`config.mk`:
```
export PLATFORM = sky130hd
export DESIGN_NAME = clock_time_setting_controller
export DESIGN_NICKNAME = d
export VERILOG_FILES = /design/src/hdl/ctsc_pkg.sv /design/src/hdl/clock_time_setting_controller.sv
export VERILOG_INCLUDE_DIRS = /design/src /design/src/hdl
export SDC_FILE = /design/constraint.sdc
export NUM_CORES = 1
export LEC_CHECK = 0
export BUFFER_PORTS_ARGS = -buffer_cell sky130_fd_sc_hd__buf_4
export CAP_MARGIN = 25
export CORE_UTILIZATION = 63
export CTS_CLUSTER_SIZE = 40
export DETAILED_ROUTE_END_ITERATION = 7
export PLACE_DENSITY = 0.91
export SLEW_MARGIN = 5
export SYNTH_ARGS = -nofsm -noshare
export SYNTH_HDL_FRONTEND = slang
export SYNTH_SLANG_ARGS = --single-unit
```
`constraint.sdc`:
```
create_clock -name clk -period 4.6 [get_ports clk]
set_input_delay 0.46 -clock clk [delete_from_list [all_inputs] [get_ports clk]]
set_output_delay 0.46 -clock clk [all_outputs]
set_load 0.01 [all_outputs]
```
`src/hdl/clock_time_setting_controller_assert.svh`:
```
// Assertion macros for the clock time setting controller
`ifndef CLOCK_TIME_SETTING_CONTROLLER_ASSERT_SVH
`define CLOCK_TIME_SETTING_CONTROLLER_ASSERT_SVH

`ifndef SYNTHESIS

// Check that a condition holds on every clock edge out of reset
`define CTSC_ASSERT_ALWAYS(lbl, clk, rst_n, cond) \
	lbl: assert property (@(posedge clk) disable iff (!rst_n) (cond)) \
		else $error("assertion failed: condition does not hold");

// Check that the consequent holds in the same cycle as the antecedent
`define CTSC_ASSERT_IMPL(lbl, clk, rst_n, ante, cons) \
	lbl: assert property (@(posedge clk) disable iff (!rst_n) (ante) |-> (cons)) \
		else $error("assertion failed: implication does not hold");

// Check that the consequent holds in the cycle after the antecedent
`define CTSC_ASSERT_NEXT(lbl, clk, rst_n, ante, cons) \
	lbl: assert property (@(posedge clk) disable iff (!rst_n) (ante) |=> (cons)) \
		else $error("assertion failed: next-cycle implication does not hold");

`else

`define CTSC_ASSERT_ALWAYS(lbl, clk, rst_n, cond)
`define CTSC_ASSERT_IMPL(lbl, clk, rst_n, ante, cons)
`define CTSC_ASSERT_NEXT(lbl, clk, rst_n, ante, cons)

`endif

`endif

```
`src/hdl/ctsc_pkg.sv`:
```
// Types, constants and step functions for the clock time setting controller
`default_nettype none

package ctsc_pkg;

	// Event kinds carried in the input tuser
	typedef enum logic [1:0] {
		OP_FORWARD  = 2'd0,
		OP_BACKWARD = 2'd1,
		OP_PRESS    = 2'd2
	} op_t;

	// Cursor positions
	localparam logic [2:0] CUR_YEAR   = 3'd0;
	localparam logic [2:0] CUR_MONTH  = 3'd1;
	localparam logic [2:0] CUR_DAY    = 3'd2;
	localparam logic [2:0] CUR_HOUR   = 3'd3;
	localparam logic [2:0] CUR_MINUTE = 3'd4;
	localparam logic [2:0] CUR_SECOND = 3'd5;

	// Field limits
	localparam logic [7:0] YEAR_MAX   = 8'd255;
	localparam logic [7:0] MONTH_MAX  = 8'd11;
	localparam logic [7:0] DAY_MAX    = 8'd31;
	localparam logic [7:0] HOUR_MAX   = 8'd23;
	localparam logic [7:0] MINSEC_MAX = 8'd59;
	localparam logic [7:0] DAY_LOW    = 8'd1;
	localparam logic [7:0] ZERO_LOW   = 8'd0;

	// Edited time fields
	typedef struct packed {
		logic [7:0] year;
		logic [3:0] month;
		logic [4:0] day;
		logic [4:0] hour;
		logic [5:0] minute;
		logic [5:0] second;
	} fields_t;

	// Forward step: wrap to low once the value passes max
	function automatic logic [7:0] wrap_up(logic [7:0] v, logic [7:0] low, logic [7:0] max);
		logic [8:0] inc;
		inc = {1'b0, v} + 9'd1;
		return (inc > {1'b0, max}) ? low : inc[7:0];
	endfunction

	// Backward step: wrap to max at or below low
	function automatic logic [7:0] wrap_down(logic [7:0] v, logic [7:0] low, logic [7:0] max);
		return (v <= low) ? max : v - 8'd1;
	endfunction

endpackage

`default_nettype wire

```
`src/hdl/clock_time_setting_controller.sv`:
```
// Rotary encoder time setting controller: state update and registered result
//
//  Channel  | Direction | Handshake                    | Contents
//  ---------+-----------+------------------------------+-------------------------------
//  s_axis   | in        | s_axis_tvalid / s_axis_tready | event kind, current clock time
//  m_axis   | out       | m_axis_tvalid / m_axis_tready | mode, cursor, edited time, commit
//
// One item per cycle unless m_axis stalls; results show in the cycle after items are taken.
// The state update is a single increment or decrement with a wrap or clamp compare, and
// the result register takes the next item in the same cycle as its predecessor leaves.
// Reset puts the block in normal mode, cursor on the year, edited time all zero.
// A stall on m_axis holds the result; s_axis_tready drops only while it is full.
`default_nettype none

`include "clock_time_setting_controller_assert.svh"

module clock_time_setting_controller (
	input  wire logic        clk,
	input  wire logic        arst_n,
	input  wire logic        s_axis_tvalid,
	output logic             s_axis_tready,
	// now_year[7:0], now_month[11:8], now_day[16:12], now_hour[21:17],
	// now_minute[27:22], now_second[33:28], zero[39:34]
	input  wire logic [39:0] s_axis_tdata,
	// operation[1:0]
	input  wire logic [1:0]  s_axis_tuser,
	output logic             m_axis_tvalid,
	input  wire logic        m_axis_tready,
	// in_setting[0], cursor[3:1], set_year[11:4], set_month[15:12], set_day[20:16],
	// set_hour[25:21], set_minute[31:26], set_second[37:32], zero[39:38]
	output logic [39:0]      m_axis_tdata,
	// commit[0]
	output logic [0:0]       m_axis_tuser
);

	logic              mode_q;
	logic [2:0]        cursor_q;
	ctsc_pkg::fields_t edit_q;

	logic              mode_d;
	logic [2:0]        cursor_d;
	ctsc_pkg::fields_t edit_d;
	logic              commit_d;

	logic              out_valid_q;
	logic [39:0]       out_data_q;
	logic              out_commit_q;

	ctsc_pkg::op_t     op;
	ctsc_pkg::fields_t now;
	logic              fwd;
	logic              in_accept;

	logic              chk_commit;
	logic              chk_press;
	logic              chk_loaded;

	// Unpack the incoming item
	assign op         = ctsc_pkg::op_t'(s_axis_tuser);
	assign now.year   = s_axis_tdata[7:0];
	assign now.month  = s_axis_tdata[11:8];
	assign now.day    = s_axis_tdata[16:12];
	assign now.hour   = s_axis_tdata[21:17];
	assign now.minute = s_axis_tdata[27:22];
	assign now.second = s_axis_tdata[33:28];
	assign fwd        = (op == ctsc_pkg::OP_FORWARD);

	assign s_axis_tready = !out_valid_q || m_axis_tready;
	assign in_accept     = s_axis_tvalid && s_axis_tready;

	// Work out the next state for one item
	always_comb begin
		mode_d   = mode_q;
		cursor_d = cursor_q;
		edit_d   = edit_q;
		commit_d = 1'b0;
		case (op)
			ctsc_pkg::OP_FORWARD, ctsc_pkg::OP_BACKWARD: begin
				// edit the field under the cursor
				case (cursor_q)
					ctsc_pkg::CUR_YEAR: begin
						if (fwd) begin
							if (edit_q.year != ctsc_pkg::YEAR_MAX)
								edit_d.year = edit_q.year + 8'd1;
						end else begin
							if (edit_q.year != 8'd0)
								edit_d.year = edit_q.year - 8'd1;
						end
					end
					ctsc_pkg::CUR_MONTH: begin
						edit_d.month = fwd
							? 4'(ctsc_pkg::wrap_up({4'd0, edit_q.month},
								ctsc_pkg::ZERO_LOW, ctsc_pkg::MONTH_MAX))
							: 4'(ctsc_pkg::wrap_down({4'd0, edit_q.month},
								ctsc_pkg::ZERO_LOW, ctsc_pkg::MONTH_MAX));
					end
					ctsc_pkg::CUR_DAY: begin
						edit_d.day = fwd
							? 5'(ctsc_pkg::wrap_up({3'd0, edit_q.day},
								ctsc_pkg::DAY_LOW, ctsc_pkg::DAY_MAX))
							: 5'(ctsc_pkg::wrap_down({3'd0, edit_q.day},
								ctsc_pkg::DAY_LOW, ctsc_pkg::DAY_MAX));
					end
					ctsc_pkg::CUR_HOUR: begin
						edit_d.hour = fwd
							? 5'(ctsc_pkg::wrap_up({3'd0, edit_q.hour},
								ctsc_pkg::ZERO_LOW, ctsc_pkg::HOUR_MAX))
							: 5'(ctsc_pkg::wrap_down({3'd0, edit_q.hour},
								ctsc_pkg::ZERO_LOW, ctsc_pkg::HOUR_MAX));
					end
					ctsc_pkg::CUR_MINUTE: begin
						edit_d.minute = fwd
							? 6'(ctsc_pkg::wrap_up({2'd0, edit_q.minute},
								ctsc_pkg::ZERO_LOW, ctsc_pkg::MINSEC_MAX))
							: 6'(ctsc_pkg::wrap_down({2'd0, edit_q.minute},
								ctsc_pkg::ZERO_LOW, ctsc_pkg::MINSEC_MAX));
					end
					ctsc_pkg::CUR_SECOND: begin
						edit_d.second = fwd
							? 6'(ctsc_pkg::wrap_up({2'd0, edit_q.second},
								ctsc_pkg::ZERO_LOW, ctsc_pkg::MINSEC_MAX))
							: 6'(ctsc_pkg::wrap_down({2'd0, edit_q.second},
								ctsc_pkg::ZERO_LOW, ctsc_pkg::MINSEC_MAX));
					end
					default: begin
					end
				endcase
			end
			ctsc_pkg::OP_PRESS: begin
				if (!mode_q) begin
					// load the clock time and start editing at the year
					edit_d   = now;
					cursor_d = ctsc_pkg::CUR_YEAR;
					mode_d   = 1'b1;
				end else if (cursor_q >= ctsc_pkg::CUR_SECOND) begin
					commit_d = 1'b1;
					mode_d   = 1'b0;
				end else begin
					cursor_d = cursor_q + 3'd1;
				end
			end
			default: begin
			end
		endcase
	end

	// Hold the state; advance it on each accepted item
	always_ff @(posedge clk or negedge arst_n) begin
		if (!arst_n) begin
			mode_q   <= 1'b0;
			cursor_q <= ctsc_pkg::CUR_YEAR;
			edit_q   <= '0;
		end else if (in_accept) begin
			mode_q   <= mode_d;
			cursor_q <= cursor_d;
			edit_q   <= edit_d;
		end
	end

	// Result valid flag
	always_ff @(posedge clk or negedge arst_n) begin
		if (!arst_n) begin
			out_valid_q <= 1'b0;
		end else if (in_accept) begin
			out_valid_q <= 1'b1;
		end else if (m_axis_tready) begin
			out_valid_q <= 1'b0;
		end
	end

	// Result payload
	always_ff @(posedge clk) begin
		if (in_accept) begin
			out_data_q   <= {2'd0, edit_d.second, edit_d.minute, edit_d.hour, edit_d.day,
				edit_d.month, edit_d.year, cursor_d, mode_d};
			out_commit_q <= commit_d;
		end
	end

	assign m_axis_tvalid   = out_valid_q;
	assign m_axis_tdata    = out_data_q;
	assign m_axis_tuser[0] = out_commit_q;

	// Terms for the checks
	assign chk_commit = m_axis_tvalid && m_axis_tuser[0];
	assign chk_press  = in_accept && (op == ctsc_pkg::OP_PRESS) && !mode_q;
	assign chk_loaded = mode_q && (cursor_q == ctsc_pkg::CUR_YEAR);

	// Checks
	`CTSC_ASSERT_ALWAYS(a_cursor_range, clk, arst_n, cursor_q <= ctsc_pkg::CUR_SECOND)
	`CTSC_ASSERT_IMPL(a_commit_leaves_setting, clk, arst_n, chk_commit, !m_axis_tdata[0])
	`CTSC_ASSERT_NEXT(a_press_enters_setting, clk, arst_n, chk_press, chk_loaded)

endmodule

`default_nettype wire
```
==> summary.md, run 1 <==
| Metric | Value |
|---|---|
| Status | finished, final reports clean |
| Crit Path Category | primary input to flip-flop |
| Die ar. | roughly 10000 um^2 |
| First-pass GRT wire length | between 20 and 30 mm |
| Worst slew margin | between 30% and 40% |
| Clock Sinks | 78 |
| Grt total ovfl | 0 |
| Fraction of registers with async set/reset | about half |
| Slowest stage delay, CP | about 600 ps |
| Core ar. | between 9000 and 10000 um^2 |
| CTS Hold Bufs | 0 |
| Max Root-Sink Buffers | 2 |
| Buf/Inv on CP | 2 |
| Crit path capture type | flip-flop |
| DRT iter0 DRCs | around 460 |
| CTS clk-pin slew, worst paths | around 80 ps |
| CP max stage cell | buf_4 |
| Worst EP arrival | 2920 ps |
| Part of the power in registers | between 30% and 40% |
| Worst min-delay path class | primary input to async pin |
| Tcrit/Tclk final | approximately 60% |
| Drt total wl | 16.88 mm |
| CP cell instances | buf_4 -> nor2_1 -> buf_4 -> or4_1 -> and3_1 -> a211o_1 -> o221a_2 |
| Worst r2r path cells | 8 |
| Net switching power | between 0.0015 and 0.002 W |
| Largest net degree at the start of global routing | between 70 and 80 |
| Area of the mapped netlist | 6030 um^2 |
| RSZ-0062 raised after global routing | false |
| Clock latency at the later pin of the worst-skew pair | 370 ps |
| Setup tns final | 0 ps |
| Pwr per Cell Area | 515.5 nW/um^2 |
| Clock Skews | ~11 ps |
| Fin. max-slew vios | 0 |
| Avg Cell Area, Syn | about 8 um^2 |
| Internal power | 0.001907 W |
| Initial core utilization | between 60% and 70% |
| Largest cells by area after synthesis | edfxtp_1 19%, dfrtp_1 16%, nand2_1 6.8% |
| Max IR drop VDD | ~0.00026 V |
| Post-layout net count | 838 |
| F_max | about 360 MHz |
| Synth-to-Final Area Change | 12.43% |
| Die H | 99.83 um |
| CTS tree | yes |
| Critical Path RT | 4720 ps |
| Clk pwr share | 15.0% |
| Setup Fix Bufs, Post-CTS | 0 |
| Share of the synthesized area in the top cell type | around a fifth |
| Avg WL per Cell | 18.69 um |
| Fill cell total of the finished layout | just over 700 |
| Crit-path max FO | 78 |
| GPL Wtd Cong | 0.9551 |
| Post-DRT Antenna Nets | 0 |
| Cell count after synthesis | 734 |
| Initial antenna violation count | 0 |
| Vias | slightly above 6000 |
| # resized after CTS | 0 |
| Leakage | between 2 and 3 nW |
| Commonest non-fill, non-tap cell in the layout | nand2_1 |
| EDFF count, synth | 39 |
| First drt pass iteration count | 5 |
| Prevailing post-synth register cell | edfxtp_1 |
| Max Cap Viol | 0 |
| Total Routing Usage GR | between 30% and 40% |
| Final setup vio count | 0 |
| Final Core Density | 73.36% |
| Row cnt | 35 |
| Most common cell on crit path | buf_4 |
| Slew @ Worst Pin | just under 1000 ps |
| Seq/Total Area, Yosys | a little over a third |
| Vias per cell | roughly 6.7 |
| Post-synthesis cell type count | 75 |
| Crit path depth | 7 |
| Yosys reg bits | about 80 |
| YS warnings | 0 |
| Diode count | 0 |
| Area leader, netlist | edfxtp_1 |
| Startpoint Class | primary input |
| Die width | ~100 um |
| Switching share of power | 45.43% |
| H-tree levels | 3 |
| Root Buffer | clkbuf_8 |
| Layout cell share with drive strength beyond 1 | roughly 17% |
| Post-DP HPWL | about 11 mm |
| Final hold viol count | 0 |
| Delay-heaviest family, CP | simple AND/OR/NAND/NOR gates |
| Min Clock Period, post-route | about 2800 ps |
| # IOs | 89 |
| DRC | 0 |
| Buffers added on ports | 80 |
| Most frequent cells in the layout | 110 x nand2_1, 86 x buf_4, 58 x a21oi_1 |
| Comb pwr share | 46.2% |
| Vias in the first global route | ~5700 |
| CTS Buf Count | 9 |
[final cells by class]
class                   instances  area [um^2]  share of cell area (%)
well taps                     129        161.4                   2.381
repair buffers                 86        645.6                   9.524
clock inverters                 6        62.56                  0.9228
flip-flops and latches         78         2147                   31.67
clock buffers                  10        127.6                   1.883
multi-input cells             564         3522                   51.96
inverters                      30        112.6                   1.661
[final timing paths]
check | startpoint | to | slack, ps
worst min register to register | m_axis_tvalid | m_axis_tvalid | 550
max in group asynchronous | arst_n | edit_q[11] | 4100
min in group clk | s_axis_tvalid | m_axis_tvalid | 300
worst min-delay path | arst_n | edit_q[1] | 90
worst max-delay path | s_axis_tuser[1] | m_axis_tdata[10] | 1790
worst max register to register | edit_q[0] | m_axis_tdata[37] | 1840
[cell usage after synthesis, types with 3 or more instances]
master	count
buf_2	9
o211ai_1	14
edfxtp_1	39
o21a_1	6
inv_1	30
nor3_1	14
nand2b_1	6
ha_1	23
nand4_1	8
nor2b_1	9
o21ai_0	52
a21o_1	6
a221o_1	3
a31oi_1	21
clkbuf_1	47
o311ai_0	3
nand3_1	23
dfrtp_1	39
a21oi_1	58
a211oi_1	6
and3b_1	3
mux2_2	11
o2bb2ai_1	4
nand2_1	110
mux2i_1	11
buf_1	4
o22ai_1	14
xnor2_1	8
o31ai_1	15
and2_1	4
a221oi_1	7
and3_1	13
buf_4	3
nor2_1	43
a21boi_0	4
or3_1	6
a32oi_1	4
[layer usage]
metal,track usage [%],wire length (um),vias up
li1,-,-,2778
met1,44.67,6557,2826
met2,56.66,8104,396
met3,5.850,1611,66
met4,17.08,604,0
met5,0,0,-
[cells by family (layout without fill, tap and decap cells)]
group | after synthesis | in the layout | synth area share [%]
adders and majority gates | 23 | 23 | 4.773
other | 1 | 2 | 0.06219
muxes | 23 | 23 | 4.130
and+or+nand+nor | 255 | 255 | 20.11
DFF | 78 | 78 | 35.61
AOI/OAI and AO/OA | 251 | 251 | 27.70
xor gates and xnor gates | 10 | 10 | 1.453
buffers and inverters | 93 | 132 | 6.163
[worst register-to-register path, stage by stage, from the launching register on]
cell and delay, ps:
dfrtp_1 650, ha_1 290, a21boi_0 110, o221a_2 300, a2bb2oi_1 170, a211oi_4 370
nor2_2 100, a221oi_2 390, o31ai_1 110
[per-stage QoR]
| stage | instance area [um^2] | setup slack, ps | cells | power [W] | hold slack (ps) |
|---|---|---|---|---|---|
| after floorplan | 6033 | 1806 | 735 | 0.002489 | 164.4 |
| after global placement | 6589 | 1482 | 887 | 0.002825 | 489.3 |
| after detailed placement | 6589 | 1479 | 887 | 0.002923 | 491.1 |
| after CTS | 6779 | 1859 | 903 | 0.003445 | 94.72 |
| after global routing | 6779 | 1679 | 903 | 0.003727 | 118.1 |
| final | 6779 | 1794 | 903 | 0.003495 | 86.20 |
[sequential cells by signal, summed over array words and instances, names as in the netlist]
| signal | flops |
|---|---|
| m_axis_tdata | 38 |
| edit_q | 34 |
| cursor_q | 3 |
| m_axis_tuser | 1 |
| m_axis_tvalid | 1 |
| mode_q | 1 |
[power by group through the flow]
stage	Sequential (W)	Combinational (W)	Clock, W
after floorplan	0.00114	0.00135	0
after global placement	0.00133	0.00149	0
final	0.00136	0.00162	0.000523
after global routing	0.00139	0.00178	0.000555
after detailed placement	0.00135	0.00157	0
after CTS	0.00134	0.00158	0.000525
No activity file was read; power rests on OpenSTA's default activity.
==> inputs of run 2 (changes only) <==
Settings changed: CORE_UTILIZATION 63 to 53, PLACE_DENSITY 0.91 to 0.82.
Clock period 4.6 ns to 2.5 ns, I/O delays scaled along.
==> run 2 against run 1 <==
Net effect:
- worst hold slack better by 29 ps
- register-to-register slack worse by 1800 ps
- clock power rose by 140%
- setup slack worse by 1700 ps
- total power grew 100%
- global-route usage is 3.2 points lower
- final cell count grew 5.9%
- combinational power up 120%
- die area is 18% higher
- via count increased by 1.0%
- critical endpoint is now m_axis_tdata[32]
- largest cell class unchanged
- highest routed layer unchanged
==> summary.md, run 2 (synthesis gave the netlist of run 1 again) <==
| Metric | Value |
|---|---|
| Status | finished, final reports clean |
| Post-DRT Antenna Nets | 0 (unchanged) |
| Tcrit/Tclk final | ~100% |
| Die ar. | 11810 um^2 (+18%) |
| Area occupied by multi-input gates | 3551 um^2 (+0.82%) |
| Drt total wl | 17.88 mm (+5.9%) |
| Final hold viol count | 0 (unchanged) |
| Synth-to-Final Area Change | 20.19% |
| # IOs | 89 (unchanged) |
| Clock latency at the later pin of the worst-skew pair | 340 ps (-30 ps) |
| Crit Path Category | flip-flop to flip-flop |
| Buffers added on ports | 80 (unchanged) |
| Avg WL per Cell | 18.70 um (about the same) |
| Worst min-delay path class | primary input to flip-flop |
| Initial core utilization | 54.90% (-10 points) |
| CP max stage cell | dfrtp_2 |
| Max IR drop VDD | 0.0004936 V (+90%) |
| Row cnt | 38 (+8.6%) |
| Crit path capture type | flip-flop |
| Vias | 6127 (+1.0%) |
| FF/Latch Area | 2150 um^2 (+0.12%) |
| Max Root-Sink Buffers | 2 (unchanged) |
| F_max | between 400 and 500 MHz |
| H-tree levels | 3 (unchanged) |
| Hold Path Sink | m_axis_tvalid |
| GRT met3 Usage | 4.065% (-1.8 points) |
| Most frequent cells in the layout | 126 x buf_4, 110 x nand2_1, 58 x a21oi_1 |
| Root Buffer | clkbuf_16 |
| Slew @ Worst Pin | 604.6 ps (-373.5 ps) |
| CTS tree | yes |
| CP cell instances | inv_2 -> ha_4 -> or3b_4 -> or3_4 -> and3_1 -> a21oi_1 -> o22ai_1 -> a31oi_1 -> o31a_1 |
| Grt total ovfl | 0 (unchanged) |
| Vias per cell | 6.409 (-4.6%) |
| Layout Cells excl Fill | 956 (+5.9%) |
| Final Core Density | 65.98% (-7.4 points) |
| RSZ-0062 raised after global routing | true |
| Slowest stage delay, CP | 460 ps (-140 ps) |
| First drt pass iteration count | 5 (unchanged) |
| Pwr per Cell Area | 971.2 nW/um^2 (+88%) |
| Busiest layer in global routing | met2 |
| Core ar. | 10980 um^2 (+19%) |
| Worst reg2reg path endpoint | m_axis_tdata[32] |
| Initial antenna violation count | 0 (unchanged) |
| Layout cell share with drive strength beyond 1 | 21.57% (+5.0 points) |
| Crit-path max FO | 7 (-91%) |
| DRT iter0 DRCs | 516 (+13%) |
| Setup tns final | 0 ps (unchanged) |
| Diode count | 0 (unchanged) |
| DRC | 0 (unchanged) |
| CTS Buf Count | 9 (unchanged) |
| Total Routing Usage GR | 31.46% (-3.2 points) |
| Max reg flops | 38 (unchanged) |
| Final setup vio count | 0 (unchanged) |
| Fin. max-slew vios | 0 (unchanged) |
| Min Clock Period, post-route | between 2000 and 2500 ps |
| Clock Skews | 6.317 ps (-4.555 ps) |
| Fill cell total of the finished layout | 916 (+29%) |
| Worst slew margin | 59.70% (+25 points) |
| Clock Sinks | 78 (unchanged) |
| GPL Wtd Cong | 0.9200 (-3.7%) |
| Leakage | 2.994 nW (+9.3%) |
| Crit Reg-Reg Startpoint | edit_q[0] |
| Largest net degree at the start of global routing | 52 (-34%) |
| Hold path start | s_axis_tvalid |
| Critical Path RT | 2720 ps (-2000 ps) |
| Post-layout net count | 880 (+5.0%) |
| Max Cap Viol | 0 (unchanged) |
| CTS clk-pin slew, worst paths | 60 ps (-20 ps) |
| Reg2reg setup slack | 60 ps (-1780 ps) |
| Post-DP HPWL | 12.54 mm (+11%) |
| Vias in the first global route | 5861 (+2.6%) |
| WHS Path Cells | 2 |
| Worst r2r path cells | 9 (+1) |
| Startpoint Class | flip-flop |
| Die H | 108.7 um (+8.8%) |
| GR Util met1 | 41.06% (-3.6 points) |
| First-pass GRT wire length | 28.69 mm (+5.1%) |
| Die width | 108.7 um (+8.8%) |
| Met2 Use GR | 51.67% (-5.0 points) |
| Number of instances in the placed design | 938 (+5.7%) |
| Commonest non-fill, non-tap cell in the layout | buf_4 |
| Worst EP arrival | 2660 ps (-260 ps) |
| Fin Hold WS | 114.9 ps (+28.65 ps) |
-- run 2: power by group --
| part | internal, W | leakage (nW) | switching, W | total, W |
|---|---|---|---|---|
| combinational | 0.00151 | 2.03 | 0.00198 | 0.00349 |
| clock | 0.000754 | 0.140 | 0.000513 | 0.00127 |
| sequential | 0.00178 | 0.825 | 0.000503 | 0.00228 |
-- run 2: timing repair --
| action | CTS | global route |
|---|---|---|
| hold buffers | 1 | 0 |
| resized for setup | 1 | 9 |
| buffers inserted | 0 | 1 |
| hold endpoints to repair | 39 | 0 |
| pin swaps | 0 | 1 |
| setup endpoints to repair | 1 | 11 |
-- run 2: final cells by class --
class	count	area share [%]
Timing Repair Buffer	128	13.47
Clock buffer	15	3.833
Inverter	30	1.554
Multi-Input combinational cell	564	49.00
Clock inverter	1	0.06906
Sequential cell	78	29.66
Tap cell	140	2.417
-- run 2: worst max-delay path by stage --
stage                    from               end  slack (ps)
floorplan           edit_q[0]  m_axis_tdata[32]          50
global placement    edit_q[0]  m_axis_tdata[32]          70
detailed placement  edit_q[0]  m_axis_tdata[32]          20
CTS                 edit_q[0]  m_axis_tdata[32]          20
global route        edit_q[0]  m_axis_tdata[32]         -40
finish              edit_q[0]  m_axis_tdata[32]          60
-- run 2: metal layers --
metal | wire (um) | up-vias
met3 | 1264 | 44
met2 | 8602 | 291
met1 | 7529 | 2922
met5 | 0 | -
met4 | 480 | 0
li1 | - | 2870
-- run 2: through the flow --
stage / area [um^2] / setup slack, ps / power (W)
floorplan: 6041 / 51.46 / 0.004579
global route: 7247 / -43.02 / 0.007515
CTS: 7209 / 15.66 / 0.006937
finish: 7247 / 58.45 / 0.007038
global placement: 6915 / 69.05 / 0.005513
detailed placement: 6915 / 18.16 / 0.005655
-- run 2: worst max-delay path: cells and delay by family (launching register included) --
family                     cells  cell delay [ps]
adders and majority gates      1              140
DFF                            1              460
AOI/OAI and AO/OA              4              640
and+or+nand+nor                3              970
buffers and inverters          1              100
==> inputs of run 3 (changes only) <==
Clock period 2.5 ns to 2.15 ns, I/O delays scaled along.
==> run 3 against run 2 <==
Net effect:
- the run now ends with negative setup slack left
- sequential power grew 14%
- register-to-register slack lost 250 ps
- total power grew 31%
- combinational power grew 44%
- wire length grew 8.4%
- critical path type unchanged
==> summary.md, run 3 (synthesis gave the netlist of run 1 again) <==
| Metric | Value |
|---|---|
| Max IR drop VDD | 0.0005906 V (+20%) |
| Min Clock Period, post-route | 2338 ps (-103.7 ps) |
| GPL Wtd Cong | 0.9639 (+4.8%) |
| Clock Skews | 8.528 ps (+2.211 ps) |
| Crit path capture type | flip-flop |
| DRC | 0 (unchanged) |
| Post-DRT Antenna Nets | 0 (unchanged) |
| Max Cap Viol | 0 (unchanged) |
| Die ar. | 11810 um^2 (unchanged) |
| CTS clk-pin slew, worst paths | 60 ps (about the same) |
| Vias | 6473 (+5.6%) |
| Crit-path max FO | 4 (-3) |
| Pwr per Cell Area | 1170 nW/um^2 (+20%) |
| Final setup vio count | 14 (+14) |
| CP cell instances | buf_6 -> clkinv_4 -> ha_4 -> or3b_4 -> or3_4 -> and3_4 -> a21oi_2 -> o22ai_1 -> a31oi_1 -> o31a_1 |
| Internal power | 0.005372 W (+33%) |
| Initial antenna violation count | 0 (unchanged) |
| Avg WL per Cell | 19.24 um (+2.9%) |
| Startpoint Class | flip-flop |
| Die H | 108.7 um (unchanged) |
| Initial core utilization | 54.90% (unchanged) |
| Failing checks | negative setup slack |
| Part of the power in registers | 28.1% (-4.3 points) |
| Final hold viol count | 0 (unchanged) |
| Final worst slack | -187.8 ps (-246.3 ps) |
| CTS Buf Count | 9 (unchanged) |
| Vias per cell | 6.428 (+0.30%) |
| CTS tree | yes |
| Post-DP HPWL | 13.31 mm (+6.1%) |
| Hold path start | s_axis_tvalid |
| RSZ-0062 raised after global routing | true |
| Core ar. | 10980 um^2 (unchanged) |
| Vias in the first global route | 6202 (+5.8%) |
| Drt total wl | 19.38 mm (+8.4%) |
| Fill cell total of the finished layout | 822 (-10%) |
| Final total power | 0.009237 W (+31%) |
| Worst EP arrival | 2550 ps (-110 ps) |
| Grt total ovfl | 0 (unchanged) |
| Fin area | 7895 um^2 (+8.9%) |
| Max reg flops | 38 (unchanged) |
| Comb pwr share | 54.3% (+4.7 points) |
| Clock Sinks | 78 (unchanged) |
| Total Routing Usage GR | 33.18% (+1.7 points) |
| Fin. max-slew vios | 0 (unchanged) |
| # IOs | 89 (unchanged) |
| Max Root-Sink Buffers | 2 (unchanged) |
| Slowest stage delay, CP | 420 ps (-40 ps) |
| Synth-to-Final Area Change | 30.94% |
| Diode count | 0 (unchanged) |
| Worst min-delay path class | primary input to flip-flop |
| DRT iter0 DRCs | 814 (+58%) |
| First drt pass iteration count | 6 (+1) |
| Post-Place Cell Area | 7306 um^2 (+5.6%) |
| F_max | 427.8 MHz (+4.4%) |
| Leakage | 3.276 nW (+9.4%) |
| Crit Reg-Reg Startpoint | edit_q[0] |
| Slew @ Worst Pin | 603.9 ps (-0.6325 ps) |
| Buffers added on ports | 80 (unchanged) |
| Die width | 108.7 um (unchanged) |
| Commonest non-fill, non-tap cell in the layout | buf_4 |
| Root Buffer | clkbuf_16 |
| Clock latency at the later pin of the worst-skew pair | 350 ps (about the same) |
| H-tree levels | 3 (unchanged) |
| Largest net degree at the start of global routing | 40 (-23%) |
| CP max stage cell | dfrtp_1 |
| Post-layout net count | 931 (+5.8%) |
| Tcrit/Tclk final | 108.7% (+11 points) |
| Switching share of power | 41.85% (-0.73 points) |
| Status | finished, violations left |
| First-pass GRT wire length | 30.37 mm (+5.9%) |
| Row cnt | 38 (unchanged) |
| Clk pwr share | 17.6% (-0.4 points) |
| Most frequent cells in the layout | 172 x buf_4, 109 x nand2_1, 54 x a21oi_1 |
| Worst slew margin | 59.31% (-0.38 points) |
| Origin of the worst setup path | edit_q[0] |
| Net switching power | 0.003865 W (+29%) |
| Critical Path RT | 2360 ps (-360 ps) |
| Layout cell share with drive strength beyond 1 | 29.64% (+8.1 points) |
| Crit Path Category | flip-flop to flip-flop |
==> run 3: layout make-up <==
class / count / area, um^2 / area share [%]
Inverter: 30 / 120.1 / 1.521
Tap cell: 140 / 175.2 / 2.219
Clock inverter: 5 / 73.82 / 0.9350
Timing Repair Buffer: 179 / 1378 / 17.45
Clock buffer: 11 / 232.7 / 2.948
Multi-Input combinational cell: 564 / 3765 / 47.69
Sequential cell: 78 / 2151 / 27.24
==> run 3: timing repair <==
item                                    in CTS  in global routing
hold endpoints to repair                    39                  0
pin swaps                                    5                 14
hold buffers                                 1                  0
endpoints found under the setup margin      20                 29
setup buffers                                1                  4
resized for setup                           16                 43
==> run 3: power by group through the flow <==
stage	sequential, W	clock (W)	combinational, W
after global placement	0.00255	0	0.00433
after floorplan	0.00243	0	0.00295
after global routing	0.00266	0.00169	0.00543
after CTS	0.00256	0.00163	0.00461
final	0.00260	0.00163	0.00501
after detailed placement	0.00258	0	0.00448
==> run 3: per-stage QoR <==
| stage | utilization, % | instances | TNS (ps) | setup WS, ps | hold WS, ps |
|---|---|---|---|---|---|
| finish | 71.88 | 1007 | -1293 | -187.8 | 80.53 |
| global route | 71.88 | 1007 | -2965 | -286.5 | 80.03 |
| CTS | 70.11 | 1004 | -1073 | -173.9 | 75.32 |
| detailed placement | 66.52 | 986 | -1766 | -215.5 | 265.8 |
| global placement | 66.52 | 986 | -1053 | -162.5 | 259.1 |
| floorplan | - | 735 | -665.1 | -145.2 | -80.59 |
==> run 3: per-layer routing <==
metal | routed length [um] | track usage, % | vias up
li1 | - | - | 2965
met4 | 598 | 14.09 | 0
met3 | 1815 | 4.483 | 59
met1 | 7698 | 42.79 | 3056
met5 | 0 | 0 | -
met2 | 9263 | 55.83 | 393
==> run 3: path summary, 6_finish.rpt <==
check | to | slack [ps] | cells past startpoint
min in group asynchronous | edit_q[25] | 440 | 2
max in group asynchronous | edit_q[26] | 1270 | 2
worst min register to register | m_axis_tvalid | 550 | 2
worst max register to register | m_axis_tdata[32] | -190 | 10
worst max-delay path | m_axis_tdata[32] | -190 | 10
worst min-delay path | m_axis_tvalid | 80 | 2
==> run 3: worst max-delay path: cells and delay by family (launching register included) <==
| kind | cells | cell delay (ps) |
|---|---|---|
| compound gates | 4 | 530 |
| fa+ha+maj | 1 | 110 |
| simple gates | 3 | 960 |
| buf+inv | 2 | 190 |
| flops | 1 | 420 |
